**config.mk**
```make
export PLATFORM = sky130hd
export DESIGN_NAME = abp_isqrt
export DESIGN_NICKNAME = d
export VERILOG_FILES = /design/src/rtl/abp_pkg.sv /design/src/rtl/abp_isqrt.sv
export SDC_FILE = /design/constraint.sdc
export NUM_CORES = 2
export LEC_CHECK = 0
export BUFFER_PORTS_ARGS = -buffer_cell sky130_fd_sc_hd__buf_2
export CAP_MARGIN = 20
export CORE_MARGIN = 5
export CORE_UTILIZATION = 68
export DETAILED_ROUTE_END_ITERATION = 12
export MAX_ROUTING_LAYER = met4
export PLACE_DENSITY_LB_ADDON = 0.1
export RECOVER_POWER = 25
export SLEW_MARGIN = 20
export SYNTH_ARGS = -nofsm -noshare
export SYNTH_HDL_FRONTEND = slang
export SYNTH_SLANG_ARGS = --single-unit
export TNS_END_PERCENT = 100
```
**constraint.sdc**
```tcl
create_clock -name clk -period 9.25 [get_ports clk]
set_clock_uncertainty 0.1 [all_clocks]
set_input_delay 0.4625 -clock clk [delete_from_list [all_inputs] [get_ports clk]]
set_output_delay 0.4625 -clock clk [all_outputs]
set_load 0.1 [all_outputs]
```
**src/rtl/abp_pkg.sv**
```systemverilog
// ----------------------------------------------------------------------------
// abp_pkg
// Shared widths, fixed-point constants, register codes and the CORDIC
// arctangent table for the active Brownian particle step core.
// ----------------------------------------------------------------------------
package abp_pkg;

	// field widths
	localparam int IDX_W   = 10;
	localparam int POS_W   = 32;
	localparam int ANG_W   = 31;
	localparam int CFG_W   = 31;
	localparam int NOISE_W = 16;
	localparam int NSUM_W  = 17;

	// default sizing
	localparam int PARTICLES_DEF    = 1024;
	localparam int CORDIC_STEPS_DEF = 24;

	// CORDIC datapath width (Q2.30 / Q3.28 with headroom)
	localparam int CW = 34;

	// pipelined divider: magnitude of time_step * velocity fits 62 bits
	localparam int DIV_STAGES = 62;
	// pipelined square root of a 48-bit radicand, one result bit a stage
	localparam int SQRT_STAGES = 24;

	localparam logic signed [CW-1:0] Q28_PI      = 34'sd843314857;
	localparam logic signed [CW-1:0] Q28_HALF_PI = 34'sd421657428;
	localparam logic signed [CW-1:0] CORDIC_GAIN = 34'sd652032874;
	localparam longint               Q28_PI_L     = 843314857;
	localparam longint               Q28_TWO_PI_L = 1686629713;

	// configuration register indexes
	typedef enum logic [2:0] {
		REG_INV_GAMMA  = 3'd0,
		REG_SELF_SPEED = 3'd1,
		REG_TURN_RATE  = 3'd2,
		REG_TIME_STEP  = 3'd3,
		REG_XNOISE     = 3'd4,
		REG_ANOISE     = 3'd5,
		REG_NOISE_EN   = 3'd6
	} cfg_reg_t;

	// arctangent of 2^-i in Q3.28
	function automatic logic signed [CW-1:0] atan_q28(input int unsigned i);
		logic signed [CW-1:0] r;
		case (i)
			0:       r = 34'sd210828714;
			1:       r = 34'sd124459457;
			2:       r = 34'sd65760959;
			3:       r = 34'sd33381290;
			4:       r = 34'sd16755422;
			5:       r = 34'sd8385879;
			6:       r = 34'sd4193963;
			7:       r = 34'sd2097109;
			8:       r = 34'sd1048571;
			9:       r = 34'sd524287;
			10:      r = 34'sd262144;
			11:      r = 34'sd131072;
			12:      r = 34'sd65536;
			13:      r = 34'sd32768;
			14:      r = 34'sd16384;
			15:      r = 34'sd8192;
			16:      r = 34'sd4096;
			17:      r = 34'sd2048;
			18:      r = 34'sd1024;
			19:      r = 34'sd512;
			20:      r = 34'sd256;
			21:      r = 34'sd128;
			22:      r = 34'sd64;
			23:      r = 34'sd32;
			24:      r = 34'sd16;
			25:      r = 34'sd8;
			26:      r = 34'sd4;
			27:      r = 34'sd2;
			28:      r = 34'sd1;
			default: r = '0;
		endcase
		return r;
	endfunction

	// saturate a signed value to 32 bits
	function automatic logic signed [31:0] sat32(input logic signed [63:0] v);
		logic signed [31:0] r;
		if (v > 64'sd2147483647) begin
			r = 32'sh7FFFFFFF;
		end else if (v < -64'sd2147483648) begin
			r = 32'sh80000000;
		end else begin
			r = v[31:0];
		end
		return r;
	endfunction

endpackage

```
**src/rtl/abp_isqrt.sv**
```systemverilog
// ----------------------------------------------------------------------------
// abp_isqrt
// Pipelined integer square root (floor), two radicand bits and one root bit
// per stage.
// ----------------------------------------------------------------------------
module abp_isqrt import abp_pkg::*; (
	input  logic                       clk,
	input  logic                       en,
	input  logic [2*SQRT_STAGES-1:0]   n,
	output logic [SQRT_STAGES-1:0]     root
);

	localparam int NW   = 2 * SQRT_STAGES;
	localparam int RW   = SQRT_STAGES + 3;
	localparam int LAST = SQRT_STAGES - 1;

	logic [NW-1:0]          nb_q   [SQRT_STAGES-1];
	logic [RW-1:0]          rem_q  [SQRT_STAGES-1];
	logic [SQRT_STAGES-1:0] root_q [SQRT_STAGES];

	genvar i;
	generate
		for (i = 0; i < SQRT_STAGES; i++) begin : g_stage
			logic [NW-1:0]          nbi;
			logic [RW-1:0]          remi, sh, trial;
			logic [SQRT_STAGES-1:0] rooti;
			logic                   ge;

			if (i == 0) begin : g_first
				assign nbi   = n;
				assign remi  = '0;
				assign rooti = '0;
			end else begin : g_next
				assign nbi   = nb_q[i-1];
				assign remi  = rem_q[i-1];
				assign rooti = root_q[i-1];
			end

			// bring down the next bit pair and try 4*root+1
			assign sh    = {remi[RW-3:0], nbi[NW-1:NW-2]};
			assign trial = {1'b0, rooti, 2'b01};
			assign ge    = (sh >= trial);

			always_ff @(posedge clk) begin
				if (en) begin
					root_q[i] <= {rooti[SQRT_STAGES-2:0], ge};
				end
			end

			if (i < LAST) begin : g_rem
				always_ff @(posedge clk) begin
					if (en) begin
						rem_q[i] <= ge ? (sh - trial) : sh;
						nb_q[i]  <= {nbi[NW-3:0], 2'b00};
					end
				end
			end
		end
	endgenerate

	assign root = root_q[LAST];

endmodule

```
**After elaboration in Yosys (flattened, before gate mapping)**

Memories as Yosys holds them, arrays and structs flattened.
Index checks and enable logic that the tools add are counted.

- Memories: 3
- Input port bits: 50
- Logic and storage cells: 75
- Register bits after elaboration: 0
- Memory bits (writable): 2255
- Output and inout bits: 24

- $add $sub $neg: 23
- Multiplexer cells: 25
- Magnitude comparators: 24

Memories:

| name | depth | width | rd ports | clocked after Yosys merged registers in | wr ports | line | RTL |
|---|---|---|---|---|---|---|---|
| nb_q | 23 | 46 | 23 | 0 | 23 | abp_isqrt.sv:17 | `logic [NW-1:0] nb_q [SQRT_STAGES-1];` |
| rem_q | 23 | 27 | 23 | 0 | 23 | abp_isqrt.sv:18 | `logic [RW-1:0] rem_q [SQRT_STAGES-1];` |
| root_q | 24 | 24 | 24 | 0 | 24 | abp_isqrt.sv:19 | `logic [SQRT_STAGES-1:0] root_q [SQRT_STAGES];` |

Operators with widths:

| cell | number |
|---|---|
| greater-or-equal comparator 27 x 26 -> 1 bit | 23 |
| 2-to-1 mux 27 bit | 23 |
| subtractor 27 x 26 -> 27 bit | 22 |
| subtractor 2 x 1 -> 3 bit (second input constant) | 1 |
| greater-or-equal comparator 2 x 1 -> 1 bit (second input constant) | 1 |
| 2-to-1 mux 1 bit | 2 |

**Logic depth before layout (Yosys ltp)**

An unclocked memory read counts as a cell.

- Depth in word-level cells: 3
- Mapped depth: 14
- Depth with buffers taken out: 12

**Worst setup path after synthesis**

Ideal clock, no wire load.

- Kind: register to register
- From: memory rem_q[5][6] (netlist bit)
- To: memory rem_q[5][44] (netlist bit) (data pin)
- Buffers on the path: 2
- Setup time: 0.268 ns
- Data arrival time: 2.847 ns
- Period minus slack after synthesis: 3.215 ns
- Required time: 8.882 ns
- Path slack: 6.035 ns
- Stages on the path, launching flop included: 12
- Path through: edfxtp_1 ha_1 a21oi_1 o211ai_1 a41o_1 a2111oi_0 nor3_1 a41o_1 clkbuf_1 clkbuf_1 o31ai_1 o21ai_0

RTL lines:

| what | line |
|---|---|
| from (decl) | abp_isqrt.sv:18 |

==> impl_metrics.yaml <==
finish:
  areaGrowthSynthToFinish_pct: 10.6
  register_area_mm2: 0.0419
  drive_gt1_share_pct: 6.80
  fin_nets: 5577
  fillerInstances: 5876
  fin_util_pct: 75.6
  multiInputGateArea_mm2: 0.0210
clock_tree:
  cts_buffer_depth: 3
  clk_pin_slew_ns: 0.06
  htree_levels: 4
  postCtsSetupBuffers: 0
  cts_tree: "done"
  root_buffer: "clkbuf_16"
  numClockSinks: 1394
  numCtsBuffers: 140
  clock_latency_ns: 0.74
timing:
  slew_violations: 0
  worst_pin_slew_ns: 1.10
  rsz0062_at_grt: "no"
  fmax_mhz: 233
  post-route-period-util_pct: 46.4
  hold_viol_final: 0
  setup_tns_ns: 0
  setup_violations: 0
  min_period_ns: 4.29
  slew-limit-headroom_pct: 25.1
grt:
  grt_use_total_pct: 25.2
  antenna_found_initial: 3
  grt_pass1_vias: 37800
  grt_pass1_wl_mm: 200
  grt-ovfl-total: 0
  grt_max_degree: 202
synthesis:
  synth_area_leader_cell: "edfxtp_1"
  syn-num-nets: 5388
  synth_top_area_share_pct: 64.6
  synth-simple-area-share_pct: 9.85
  synth_area_leaders: "edfxtp_1 65%, ha_1 6.3%, xnor2_1 3.0%"
  yosys_warnings: 0
  ys.flop_type: "edfxtp_1"
  syn_inst: 5013
  synth_xor_area_share_pct: 5.84
  synth_compound_area_share_pct: 9.74
  syn-cell-area_mm2: 0.0648
  synthArstFlopShare_pct: 0
  synth_top_family_by_area: "simple AND/OR/NAND/NOR gates"
  ys_types: 82
  synthAdderAreaFrac_pct: 6.28
  postSynthAreaPerCell_um2: 12.9
  synth-edff-count: 1394
  yosysSeqAreaShare_pct: 64.6
  synth_seq_cells: 1394
  synthMuxAreaShare_pct: 0.630
setup_path:
  cpPeakStageDelay_ns: 0.90
  crit_slowest_cell: "o2111a_1"
  cp-start-kind: "register"
  cp_max_fo: 30
  crit_chain: "ha_1, o21ai_0, a22oi_1, a2111o_1, a21oi_1, o2111a_1, clkinv_1, nand4_1, nor4_1, xor2_1"
  cp-end-kind: "register"
  required_ns: 9.62
  cp.arrival_ns: 4.66
  path_class: "register to register"
flow_run:
  max_cap_viol_count: 0
run_status:
  outcome: "complete, no violations"
floorplan:
  fp.dieW_um: 319
  rows: 113
  die_y_um: 319
  ioPinCount: 74
  core-area_mm2: 0.0947
  start_util_pct: 68.4
  dieArea_mm2: 0.102
detailed_routing:
  routed_wl_mm: 123
  via_per_inst: 5.89
  dr_total_vias: 38700
  initialDrtViolationCount: 3427
  dr.pass1.iters: 6
  antenna_left: 0
  wl_per_cell_um: 18.7
  drc: 0
pwr:
  power.density_mw_per_mm2: 238
  power.leakage_nw: 27.4
  peakVddDrop_v: 0.000216
placed_design:
  portBuffers: 73
  dp_hpwl_mm: 83.1
  place_congestion: 0.894
worst_hold_path:
  hold_class: "input port to register"
## area by class of cell
type                            instances  share of cell area, %
Tap cell                             1265                   2.21
Inverter                              426                   2.23
Timing Repair Buffer                  143                   1.52
Sequential cell                      1394                   58.4
Multi-Input combinational cell       3097                   29.3
Clock buffer                          178                   5.18
Antenna cell                            2                0.00699
Clock inverter                         73                   1.11
## path summary, 6_finish.rpt
| path | from | to | slack, ns | cells after the start |
|---|---|---|---|---|
| max | rem_q[3][54] | rem_q[3][105] | 4.96 | 10 |
| min | en | nb_q[0][60] | 0.14 | 1 |
| max reg2reg | rem_q[3][54] | rem_q[3][105] | 4.96 | 10 |
| min reg2reg | nb_q[1][356] | nb_q[2][36] | 0.31 | 0 |
## report_power, final
group | switching, mW | total [mW] | internal, mW | leakage (nW)
registers | 0.480 | 8.40 | 7.92 | 13.4
clock network | 2.32 | 5.54 | 3.22 | 2.18
logic | 1.80 | 3.09 | 1.29 | 11.8
total | 4.61 | 17.0 | 12.4 | 27.4
## repair_timing
| action | in CTS | in global routing |
|---|---|---|
| hold buffers | 49 | 0 |
| hold endpoints to repair | 49 | 0 |
| setup endpoints to repair | 0 | 0 |
| gates resized for setup | 0 | 0 |
## cells by family after synthesis
logic type | count (synthesis)
fa+ha+maj | 325
flops | 1394
buf+inv | 522
other cells | 1
compound gates | 1002
simple gates | 1300
mux | 37
xor+xnor | 432
## synth_stat cells, drive strengths merged, types with 9 or more instances
| library cell | n |
|---|---|
| nor2 | 322 |
| nor2b | 40 |
| o21bai | 18 |
| mux2 | 30 |
| o31ai | 31 |
| a21boi | 22 |
| o21a | 66 |
| a211oi | 31 |
| o21ai | 289 |
| clkbuf | 85 |
| nor4b | 9 |
| buf | 11 |
| a21oi | 269 |
| nor4 | 56 |
| and3 | 17 |
| a31oi | 22 |
| inv | 423 |
| xor2 | 209 |
| xnor2 | 223 |
| nand4b | 10 |
| or4 | 34 |
| nand4 | 68 |
| or3 | 47 |
| o311ai | 10 |
| a21o | 97 |
| and2 | 15 |
| o211ai | 24 |
| edfxtp | 1394 |
| nand3b | 14 |
| o31a | 14 |
| nor3b | 11 |
| nor3 | 127 |
| nand3 | 83 |
| or2 | 27 |
| a41oi | 9 |
| nand2b | 54 |
| nand2 | 351 |
| ha | 325 |
| a2111oi | 16 |
## per-layer routing
metal,vias to the layer above,wire (µm),GRT usage (%)
li1,18900,-,-
met1,18500,56500,36.2
met2,1103,56000,37.8
met3,231,7150,4.22
met4,0,3350,7.72
met5,-,0,-
## placed cells by master, fill, tap and decap left out, types with 29 or more instances in the layout
cell type / netlist / final
o31ai_1: 31 / 31
or3_1: 47 / 47
xnor2_1: 223 / 223
nor2_1: 321 / 321
a21o_1: 97 / 97
dlygate4sd3_1: 0 / 49
mux2_2: 30 / 30
inv_1: 422 / 422
xor2_1: 209 / 209
nand2b_1: 54 / 54
or4_1: 33 / 33
nor3_1: 127 / 126
nor4_1: 56 / 56
nor2b_1: 40 / 40
clkbuf_1: 85 / 44
edfxtp_1: 1394 / 1394
a21oi_1: 269 / 268
ha_1: 325 / 325
clkinv_1: 3 / 29
a211oi_1: 31 / 31
nand2_1: 351 / 351
clkbuf_16: 0 / 143
o21ai_0: 288 / 288
nand4_1: 68 / 68
o21a_1: 66 / 66
buf_2: 3 / 62
nand3_1: 83 / 82
## critical path, delay by kind of cell (launching register included)
family          cells  cell delay [ns]
compound gates      5             1.98
fa+ha+maj           1             0.38
xor+xnor            1             0.16
buf+inv             1             0.54
flops               1             0.40
simple gates        2             0.46
## sequential cells by signal, indices dropped and copies added, names as in the netlist
signal / flops
root_q: 300
nb_q: 552
rem_q: 542
## stage by stage
stage               power [mW]  instance area [µm²]  cells  hold slack (ns)  worst slack, ns
CTS                       17.1                71600   6576            0.144             4.97
floorplan                 10.6                64800   5013            0.300             6.04
global route              17.9                71600   6578            0.159             4.66
detailed placement        11.5                66600   6276            0.305             5.06
global placement          11.5                66600   6276            0.300             5.14
finish                    17.0                71600   6578            0.145             4.96
(Power assumes the default switching activity.)
